[src/psqm_pkg.sv]
// ----------------------------------------------------------------------------
// psqm_pkg: shared types and codes of the process state queue manager
// Request and result layouts, event codes, status codes and queue ids.
// ----------------------------------------------------------------------------
package psqm_pkg;

  localparam int QUEUE_DEPTH_DEF = 16;
  localparam int REC_W = 48;

  typedef enum logic [2:0] {
    REQ_ADMIT    = 3'd0,
    REQ_DISPATCH = 3'd1,
    REQ_QUANTUM  = 3'd2,
    REQ_EXIT     = 3'd3,
    REQ_BLOCK    = 3'd4,
    REQ_UNBLOCK  = 3'd5
  } req_code_t;

  typedef enum logic [1:0] {
    ST_OK        = 2'd0,
    ST_EMPTY     = 2'd1,
    ST_FULL      = 2'd2,
    ST_NOT_FOUND = 2'd3
  } status_t;

  typedef enum logic [1:0] {
    Q_NEW     = 2'd0,
    Q_RUNNING = 2'd1,
    Q_WAITING = 2'd2,
    Q_DONE    = 2'd3
  } queue_id_t;

  typedef struct packed {
    logic [2:0] req_type;
    logic [7:0] pid;
    logic [7:0] psw;
    logic [7:0] pt_byte;
    logic [7:0] reg_zero;
    logic [7:0] reg_one;
    logic [7:0] reg_two;
  } request_t;

  typedef struct packed {
    logic [1:0] status;
    logic [7:0] moved_pid;
    logic [7:0] moved_psw;
    logic [7:0] moved_pt_byte;
    logic [7:0] moved_reg_zero;
    logic [7:0] moved_reg_one;
    logic [7:0] moved_reg_two;
    logic [4:0] new_count;
    logic [4:0] running_count;
    logic [4:0] waiting_count;
    logic [4:0] done_count;
  } result_t;

endpackage

[src/psqm_ram.sv]
// ----------------------------------------------------------------------------
// psqm_ram: record store of one queue
// Single port memory: reads each cycle, writes on we, registered read data.
// ----------------------------------------------------------------------------
module psqm_ram
  import psqm_pkg::*;
#(
  parameter int DEPTH = QUEUE_DEPTH_DEF,
  parameter int AW    = $clog2(DEPTH)
) (
  input  logic             clk,
  input  logic             we,
  input  logic [AW-1:0]    addr,
  input  logic [REC_W-1:0] wdata,
  output logic [REC_W-1:0] rdata
);

  logic [REC_W-1:0] mem [DEPTH];

  always_ff @(posedge clk) begin
    if (we) begin
      mem[addr] <= wdata;
    end
    rdata <= mem[addr];
  end

endmodule

[src/process_state_queue_manager.sv]
// ----------------------------------------------------------------------------
// process_state_queue_manager: four FIFO queues of process records
// A sequencer moves records between the new, running, waiting and done
// queues through one shared slot address unit and four record memories.
// ----------------------------------------------------------------------------
//   channel   | ports                  | handshake
//   request   | start, busy, request   | taken when start is high and busy low
//   result    | done, result           | one cycle per item, done marks it
//
// Admit and failed events pass from check to done; moves add a read and a write.
// Unblock scans waiting with a read and a compare per entry, then closes the
// gap with a read and a write per later entry.
// Reset empties all queues at once; the memories need no clearing.
// busy stays high until the cycle after done; results cannot be stalled.
module process_state_queue_manager
  import psqm_pkg::*;
#(
  parameter int QUEUE_DEPTH = QUEUE_DEPTH_DEF
) (
  input  logic     clk,
  input  logic     rst,
  input  logic     start,
  output logic     busy,
  input  request_t request,
  output logic     done,
  output result_t  result
);

  localparam int AW = $clog2(QUEUE_DEPTH);
  localparam int CW = $clog2(QUEUE_DEPTH + 1);

  typedef enum logic [9:0] {
    S_IDLE     = 10'b0000000001,
    S_CHECK    = 10'b0000000010,
    S_MOVE_RD  = 10'b0000000100,
    S_MOVE_WR  = 10'b0000001000,
    S_SCAN_RD  = 10'b0000010000,
    S_SCAN_CMP = 10'b0000100000,
    S_SH_RD    = 10'b0001000000,
    S_SH_WR    = 10'b0010000000,
    S_UB_WR    = 10'b0100000000,
    S_DONE     = 10'b1000000000
  } state_t;

  state_t           state;
  request_t         req;
  logic [REC_W-1:0] rec;
  status_t          status;
  logic [CW-1:0]    idx;
  logic [CW-1:0]    cnt  [4];
  logic [AW-1:0]    head [4];
  queue_id_t        rd_q;

  queue_id_t        src_q, dst_q, sel_q;
  logic [CW-1:0]    sel_off;
  logic [AW:0]      slot_sum;
  logic [AW-1:0]    slot;
  logic             wr_en;
  logic [REC_W-1:0] wr_data;
  logic [REC_W-1:0] rd_data [4];
  logic [REC_W-1:0] rdata;
  logic [REC_W-1:0] in_rec;
  logic [CW-1:0]    idx_inc;

  assign in_rec  = {req.reg_two, req.reg_one, req.reg_zero,
                    req.pt_byte, req.psw, req.pid};
  assign idx_inc = idx + CW'(1);

  always_comb begin
    unique case (req.req_type)
      REQ_DISPATCH: begin src_q = Q_NEW;     dst_q = Q_RUNNING; end
      REQ_QUANTUM:  begin src_q = Q_RUNNING; dst_q = Q_NEW;     end
      REQ_EXIT:     begin src_q = Q_RUNNING; dst_q = Q_DONE;    end
      REQ_BLOCK:    begin src_q = Q_RUNNING; dst_q = Q_WAITING; end
      default:      begin src_q = Q_WAITING; dst_q = Q_NEW;     end
    endcase
  end

  // Shared slot unit: picks a queue and an offset from its head each cycle.
  always_comb begin
    sel_q   = Q_NEW;
    sel_off = cnt[Q_NEW];
    wr_en   = 1'b0;
    wr_data = rdata;
    unique case (state)
      S_CHECK: begin
        wr_en   = (req.req_type == REQ_ADMIT) && (cnt[Q_NEW] != CW'(QUEUE_DEPTH));
        wr_data = in_rec;
      end
      S_MOVE_RD: begin
        sel_q   = src_q;
        sel_off = '0;
      end
      S_MOVE_WR: begin
        sel_q   = dst_q;
        sel_off = cnt[dst_q];
        wr_en   = 1'b1;
      end
      S_SCAN_RD, S_SCAN_CMP: begin
        sel_q   = Q_WAITING;
        sel_off = idx;
      end
      S_SH_RD: begin
        sel_q   = Q_WAITING;
        sel_off = idx_inc;
      end
      S_SH_WR: begin
        sel_q   = Q_WAITING;
        sel_off = idx;
        wr_en   = 1'b1;
      end
      S_UB_WR: begin
        wr_en   = 1'b1;
        wr_data = rec;
      end
      default: ;
    endcase
  end

  assign slot_sum = {1'b0, head[sel_q]} + {1'b0, sel_off[AW-1:0]};
  assign slot = (slot_sum >= (AW+1)'(QUEUE_DEPTH)) ?
                AW'(slot_sum - (AW+1)'(QUEUE_DEPTH)) : slot_sum[AW-1:0];

  for (genvar q = 0; q < 4; q++) begin : g_store
    psqm_ram #(.DEPTH(QUEUE_DEPTH), .AW(AW)) u_ram (
      .clk   (clk),
      .we    (wr_en && (sel_q == queue_id_t'(q))),
      .addr  (slot),
      .wdata (wr_data),
      .rdata (rd_data[q])
    );
  end

  assign rdata = rd_data[rd_q];

  always_ff @(posedge clk) begin
    rd_q <= sel_q;
    if (rst) begin
      state <= S_IDLE;
      for (int q = 0; q < 4; q++) begin
        cnt[q]  <= '0;
        head[q] <= '0;
      end
    end else begin
      unique case (state)
        S_IDLE: begin
          if (start) begin
            req    <= request;
            rec    <= '0;
            status <= ST_OK;
            state  <= S_CHECK;
          end
        end
        S_CHECK: begin
          unique case (req.req_type)
            REQ_ADMIT: begin
              state <= S_DONE;
              if (cnt[Q_NEW] == CW'(QUEUE_DEPTH)) begin
                status <= ST_FULL;
              end else begin
                rec        <= in_rec;
                cnt[Q_NEW] <= cnt[Q_NEW] + CW'(1);
              end
            end
            REQ_DISPATCH, REQ_QUANTUM, REQ_EXIT, REQ_BLOCK, REQ_UNBLOCK: begin
              idx <= '0;
              if (cnt[src_q] == '0) begin
                status <= ST_EMPTY;
                state  <= S_DONE;
              end else if (cnt[dst_q] == CW'(QUEUE_DEPTH)) begin
                status <= ST_FULL;
                state  <= S_DONE;
              end else begin
                state <= (req.req_type == REQ_UNBLOCK) ? S_SCAN_RD : S_MOVE_RD;
              end
            end
            default: state <= S_DONE;
          endcase
        end
        S_MOVE_RD: begin
          head[src_q] <= (head[src_q] == AW'(QUEUE_DEPTH - 1)) ? '0 :
                         head[src_q] + AW'(1);
          state <= S_MOVE_WR;
        end
        S_MOVE_WR: begin
          rec        <= rdata;
          cnt[src_q] <= cnt[src_q] - CW'(1);
          cnt[dst_q] <= cnt[dst_q] + CW'(1);
          state      <= S_DONE;
        end
        S_SCAN_RD: begin
          state <= S_SCAN_CMP;
        end
        S_SCAN_CMP: begin
          if (rdata[7:0] == req.pid) begin
            rec   <= rdata;
            state <= S_SH_RD;
          end else if (idx_inc == cnt[Q_WAITING]) begin
            status <= ST_NOT_FOUND;
            state  <= S_DONE;
          end else begin
            idx   <= idx_inc;
            state <= S_SCAN_RD;
          end
        end
        S_SH_RD: begin
          // Later entries move up by one so the waiting order is kept.
          state <= (idx_inc < cnt[Q_WAITING]) ? S_SH_WR : S_UB_WR;
        end
        S_SH_WR: begin
          idx   <= idx_inc;
          state <= S_SH_RD;
        end
        S_UB_WR: begin
          cnt[Q_NEW]     <= cnt[Q_NEW] + CW'(1);
          cnt[Q_WAITING] <= cnt[Q_WAITING] - CW'(1);
          state          <= S_DONE;
        end
        S_DONE: begin
          state <= S_IDLE;
        end
        default: state <= S_IDLE;
      endcase
    end
  end

  assign busy = (state != S_IDLE);
  assign done = (state == S_DONE);

  always_comb begin
    result.status           = status;
    result.moved_pid        = rec[7:0];
    result.moved_psw        = rec[15:8];
    result.moved_pt_byte    = rec[23:16];
    result.moved_reg_zero   = rec[31:24];
    result.moved_reg_one    = rec[39:32];
    result.moved_reg_two    = rec[47:40];
    result.new_count        = 5'(cnt[Q_NEW]);
    result.running_count    = 5'(cnt[Q_RUNNING]);
    result.waiting_count    = 5'(cnt[Q_WAITING]);
    result.done_count       = 5'(cnt[Q_DONE]);
  end

endmodule

[config.mk]
export PLATFORM = sky130hd
export DESIGN_NAME = process_state_queue_manager
export DESIGN_NICKNAME = d
export VERILOG_FILES = /design/src/psqm_pkg.sv /design/src/psqm_ram.sv /design/src/process_state_queue_manager.sv
export SDC_FILE = /design/constraint.sdc
export NUM_CORES = 2
export LEC_CHECK = 0
export BUFFER_PORTS_ARGS = -buffer_cell sky130_fd_sc_hd__buf_2
export CAP_MARGIN = 40
export CORE_ASPECT_RATIO = 1.4
export CORE_UTILIZATION = 25
export CTS_BUF_LIST = sky130_fd_sc_hd__clkbuf_4 sky130_fd_sc_hd__clkbuf_8
export CTS_CLUSTER_SIZE = 14
export DETAILED_ROUTE_END_ITERATION = 12
export PLACE_DENSITY_LB_ADDON = 0.05
export RECOVER_POWER = 25
export SKIP_CTS_REPAIR_TIMING = 1
export SLEW_MARGIN = 15
export SYNTH_ARGS = -nofsm -noshare
export SYNTH_HDL_FRONTEND = slang
export SYNTH_SLANG_ARGS = --single-unit
[constraint.sdc]
create_clock -name clk -period 13.69 [get_ports clk]
set_clock_uncertainty 0.05 [all_clocks]
set_input_delay 2.0535 -clock clk [delete_from_list [all_inputs] [get_ports clk]]
set_output_delay 2.0535 -clock clk [all_outputs]
set_load 0.01 [all_outputs]
* Yosys cells after proc, flatten, opt, wreduce, memory -nomap -nowiden *
Memories as Yosys holds them, arrays and structs flattened. A register that Yosys moved wholly into a read port is not among the register bits.
Index checks and enable logic that the tools add are counted.

word-level totals
  memory bits (writable) = 3108
  logic and storage cells = 167
  memories = 6
  ROM bits = 0
  bits in latches = 0
  flip-flop bits (word level) = 118

memory list
  name                  depth  width  rd ports  clocked after memory_dff  wr ports  RTL line                           RTL
  g_store[0].u_ram.mem  16     48     1         1                         1         psqm_ram.sv:18                     logic [REC_W-1:0] mem [DEPTH];
  g_store[1].u_ram.mem  16     48     1         1                         1         psqm_ram.sv:18
  g_store[2].u_ram.mem  16     48     1         1                         1         psqm_ram.sv:18
  g_store[3].u_ram.mem  16     48     1         1                         1         psqm_ram.sv:18
  cnt                   4      5      6         0                         4         process_state_queue_manager.sv:50  logic [CW-1:0] cnt [4];
  head                  4      4      2         0                         4         process_state_queue_manager.sv:51  logic [AW-1:0] head [4];

cells by class
  magnitude comparators = 3
  add/sub/neg operators = 8
  div/mod/pow operators = 0
  multiply operators = 0
  muxes and demuxes = 73
  shifts and indexed selects = 0
  bitwise gates (word level) = 5
  reductions and logical operators = 24
  eq/ne operators = 36

operators by type and width
  operator                                         count
  two-way mux 48 bit                               6
  case mux 48 bit (4 select lines)                 1
  binary-select mux 48 bit (select 2 bit)          1
  case mux 48 bit (2 select lines)                 1
  case mux 10 bit (8 select lines)                 1
  two-way mux 10 bit                               6
  two-way mux 5 bit                                9
  two-way mux 1 bit                                27
  two-way mux 2 bit                                9
  case mux 2 bit (3 select lines)                  3
  != test 2 bit (second input constant)            8
  case mux 4 bit (4 select lines)                  1
  adder 5 x 1 -> 5 bit (second input constant)     3
  case mux 5 bit (3 select lines)                  1
  OR reduction 5 bit                               3
  two-way mux 4 bit                                3
  == test 10 x 1 -> 1 bit (second input constant)  1
  == test 10 bit (second input constant)           1
  == test 10 x 2 -> 1 bit (second input constant)  1
  == test 10 x 3 -> 1 bit (second input constant)  1
  == test 10 x 4 -> 1 bit (second input constant)  1
  == test 10 x 5 -> 1 bit (second input constant)  1
  == test 10 x 6 -> 1 bit (second input constant)  1
  == test 10 x 7 -> 1 bit (second input constant)  1
  41 further kinds                                 58

* Depth between registers and ports, before layout *
An unclocked memory read counts as a cell.

  depth after elaboration = 10
  mapped depth = 16
  mapped depth without buffers = 13

* By module *
From an unflattened synthesis, not the netlist that was laid out.

unflattened totals
  cell total of the unflattened synthesis = 5835
  area, all modules = 128590.8 um2

by module, submodules not included
  module                       area an instance (um2)  instances  cells each
  psqm_ram                     29736.0                 4          1243
  process_state_queue_manager  9646.8                  1          863

* Least setup slack after synthesis *
No wires, ideal clock.

  path kind = reg2reg
  from = register req[48] (netlist name)
  to = memory g_store[0].u_ram.mem[15][0], enable pin
  period minus slack after synthesis = 7.836 ns
  arrival = 7.273 ns
  setup slack = 5.854 ns
  setup time = 0.513 ns
  cell stages (with the launch flop) = 16
  required time = 13.127 ns
  path through = edfxtp_1 > buf_2 > nor2_1 > xnor2_1 > o22ai_1 > a21boi_2 > inv_1 > a211oi_1 > a21oi_1 > ha_1 > fa_1 > clkbuf_1 > clkbuf_1 > clkbuf_1 > nand3_1 > nor3_1

on the way
  word-level cells in the longest chain between the ends = 8
  elaborated cells on any way between the ends = 22
  classes of those cells = add/sub: 2; order compare: 1; eq/ne: 4; mux: 8; reduce/logical: 5; memory: 2

RTL lines
  item                                                       RTL line                                                                RTL
  start, declared                                            process_state_queue_manager.sv:46                                       request_t req;
  start signal, assigned                                     process_state_queue_manager.sv:148                                      req <= request;
  == test 3 x 2 -> 1 bit or == test 3 bit (tied branches)    process_state_queue_manager.sv:70                                       unique case (req.req_type)
  OR reduction 3 bit (no source line)                        n/a
  case mux 2 bit (2 select lines)                            process_state_queue_manager.sv:70
  case mux 2 bit (3 select lines) (*)                        process_state_queue_manager.sv:85                                       unique case (state)
  via sel_q[1]                                               process_state_queue_manager.sv:54                                       queue_id_t src_q, dst_q, sel_q;
  memory (4 x 4 bit) or logical NOT 2 bit (tied branches)    n/a
  adder 4 x 4 -> 5 bit or logical AND 1 bit (tied branches)  process_state_queue_manager.sv:120, process_state_queue_manager.sv:127
  subtractor 4 x 1 -> 4 bit, or another cell as far along    process_state_queue_manager.sv:122                                      AW'(slot_sum - (AW+1)'(QUEUE_DEPTH)) : slot_sum[AW-1:0];
  two-way mux 4 bit or two-way mux 1 bit (tied branches)     process_state_queue_manager.sv:121, psqm_ram.sv:22
  end, declared                                              psqm_ram.sv:18

Mark *: on every way through the listed nets, which the timed path passes. The rest lies on a longest branch.

* Final worst setup path *
  from = register state[5]
  to = memory g_store[2].u_ram.mem[5][13], data pin

on the way
  word-level cells in the longest chain between the ends = 2
  elaborated cells on any way between the ends = 3
  classes of those cells = eq/ne: 2; mux: 1

RTL lines
  item                                                                RTL line                            RTL
  start, declared                                                     process_state_queue_manager.sv:45   state_t state;
  start signal, assigned                                              process_state_queue_manager.sv:174  state <= (req.req_type == REQ_UNBLOCK) ? S_SCAN_RD : S_MOVE_RD;
  start signal, assigned                                              process_state_queue_manager.sv:208  state <= (idx_inc < cnt[Q_WAITING]) ? S_SH_WR : S_UB_WR;
  == test 10 x 9 -> 1 bit or == test 10 x 2 -> 1 bit (tied branches)  process_state_queue_manager.sv:85
  case mux 48 bit (2 select lines) (*)                                process_state_queue_manager.sv:85
  via g_store[0].u_ram.wdata[13]                                      psqm_ram.sv:14                      input logic [REC_W-1:0] wdata,
  end, declared                                                       psqm_ram.sv:18

Marked as above.

==> impl_results.md <==
* Outcome: complete, but fails checks
* Failing checks: antenna violations, max-capacitance violations, max-slew violations
* Post-synth ARST share at 0%
* Initial antenna violation count at 32
* Slew at the pin with the worst max-slew slack at 5.34 ns
* Fin. Hold Viols at 0
* Yosys top cell by area: edfxtp_1
* Total design power at 23.9 mW
* Pre-CTS WS at 6.02 ns
* Setup violations, final at 0
* Fin Hold WS at 0.512 ns
* Max H-tree Level at 6
* Core area at 519,000 µm²
* Final Core Density at 29.6%
* Mean Syn Cell Area at 22.4 µm²
* Overall routed net length at 453 mm
* Rows at 313
* CP Class: reg2reg
* Met3 Track Usage GR at 2.36%
* CTS Sinks at 3,418
* Met1 usage in global routing at 21.4%
* Cells taking the most area after synthesis: edfxtp_1 (74%), mux4_2 (14%), mux2i_1 (4.6%)
* Cell total after placement at 12,900
* CP Max Fanout at 65
* Hold depth at 1
* Min-Delay Path Class: reg2reg
* RSZ-0062 raised after global routing: false
* Drt pass-1 iters at 9
* Grt peak-use layer: met2
* Grt total ovfl at 0
* Fin cells at 14,000
* Share of layout cells above drive strength 1 at 32.6%
* Area after DPL at 142,000 µm²
* Vert. Die Dim at 856 µm
* Clock Tree Root: clkbuf_8
* Post-synth EDFFs at 3,214
* Chip width at 612 µm
* Drt drc at 0
* Synthesized flop and latch total at 3,418
* # nets final at 6,593
* Io pins at 126
* Multi-input gate area at 28,600 µm²
* Maximum number of pins on one net before global-route repair at 111
* Setup TNS at 0 ns
* Top_reg_cell synth: edfxtp_1
* Share of the synthesized area in the top cell type at 74.2%
* Met2 Track Usage GR at 31.0%
* Sequential Area at 101,000 µm²
* Tmin final at 10.21 ns
* Vias per std cell at 4.52
* VDD IR max at 0.0964 mV
* Tot GR Track Use at 17.1%
* Seq/Total Area, Yosys at 77.3%
* Die ar. at 523,000 µm²
* Fmax at 98.0 MHz
* Area grow syn2layout at 18.0%
* Initial DRC Count at 4,606
* Clk pin slew, worst setup/hold paths at 0.07 ns
* Leakage Power at 49.4 nW
* CP Launch Type: flop
* Final cycle utilization of the critical path at 74.6%
* CTS Buffer Depth at 4
* Filler cells at 50,600
* Syn_nets at 5,871
* Max-cap viol count at 20
* Initial core utilization at 25.1%
* WL/cell at 32.5 µm
* Final Wtd Congestion at 0.734
* YS warnings at 0
* Count of cell types in the netlist at 62
* CP arrival at 10.68 ns
* Pwr Density at 156 nW/µm²
* Vias at 63,000
* Input/output buffers at 125
* Final worst slack at 3.48 ns
* Fin. max-slew vios at 931
* Clk_lat worst skew at 1.26 ns
* Post-Synthesis Cells at 5,800
* CTS tree: done
* Vias in the first global route at 68,300
* Setup crit end kind: flop
* Cts bufs inserted at 593
* Final ANT Viol Nets at 1
* Rel. slew slack at -256%
* Detailed placement HPWL at 262 mm
* R2R cell count at 9
* Post-route cell area at 154,000 µm²
* First-pass GRT wire length at 611 mm
* Mapped cell area at 130,000 µm²
* Critical Path RT at 14.16 ns
## layout by cell type (no fill, tap or decap), types with 23 or more instances in the layout
master,synthesis,final
clkbuf_4,0,218
o21ai_0,27,28
dfxtp_1,204,203
mux2i_1,598,598
edfxtp_1,3214,3214
buf_4,14,239
clkbuf_1,201,29
a22o_1,51,51
buf_12,0,23
inv_1,26,26
nor2_1,60,59
buf_16,0,24
mux4_2,816,816
a21oi_1,34,34
clkinv_1,0,121
a22oi_1,54,54
nand2_1,137,116
nor3_2,0,64
clkbuf_8,0,650
buf_2,12,118
clkinv_2,0,38
## synth_stat cells (14+ instances only)
library cell  instances
nor2_1               60
xnor2_1              22
dfxtp_1             204
mux4_2              816
a22oi_1              54
edfxtp_1           3214
nor3_1               73
buf_4                14
o22ai_1              14
mux2i_1             598
ha_1                 16
inv_1                26
buf_1                81
clkbuf_1            201
nand3_1              20
nand2_1             137
a22o_1               51
a21oi_1              34
o21ai_0              27
## cells by family (layout without fill, tap and decap cells)
logic type,count (synthesis),count (layout),synth area share [%]
flops,3418,3418,77.3
xor+xnor,32,32,0.221
buf+inv,334,1533,1.02
compound gates,230,230,1.27
other cells,0,21,0
mux,1414,1414,18.7
fa+ha+maj,17,17,0.169
simple gates,355,355,1.27
## final timing paths
path,slack (ns),start,to
setup reg to reg,3.48,state[5],g_store[2].u_ram.mem[5][13]
setup / recovery,3.48,state[5],g_store[2].u_ram.mem[5][13]
hold reg to reg,0.51,in_rec[28],rec[28]
hold / removal,0.51,in_rec[28],rec[28]
## layout make-up
| class | count | share of cell area, % |
|---|---|---|
| diodes | 21 | 0.0342 |
| clock buffers | 868 | 6.89 |
| clock inverters | 204 | 0.795 |
| inverters | 26 | 0.0636 |
| multi-input cells | 2048 | 18.7 |
| flip-flops and latches | 3418 | 65.5 |
| well taps | 6930 | 5.65 |
| repair buffers | 435 | 2.37 |
## where the power goes
| part | internal [mW] | switching, mW |
|---|---|---|
| clock | 5.11 | 4.39 |
| combinational | 0.666 | 1.47 |
| sequential | 12.2 | 0.123 |
## critical path: stages, from the launching register on
cell      delay [ns]
dfxtp_1         0.38
or4_1           0.68
or3_1           0.40
nor4_1          0.53
clkbuf_1        3.77
nor2_1          1.37
clkbuf_1        0.82
nand2_1         0.20
nand2_1         0.08
clkbuf_1        1.07
## flip-flops by register name, summed over array words and instances (netlist names)
name / cells
state: 10
req: 3
g_store.u_ram.rdata: 192
in_rec: 48
rec: 48
rd_q: 2
g_store.u_ram.mem: 3072
cnt: 20
head: 16
status: 2
idx: 5
## per-layer routing
| layer | vias to the layer above | part of all wire [%] |
|---|---|---|
| met3 | 618 | 3.7 |
| met5 | - | 0.0046 |
| met1 | 35000 | 42 |
| li1 | 26000 | - |
| met2 | 1458 | 52 |
| met4 | 4 | 2.2 |
Power figures use the tool's default switching activity.
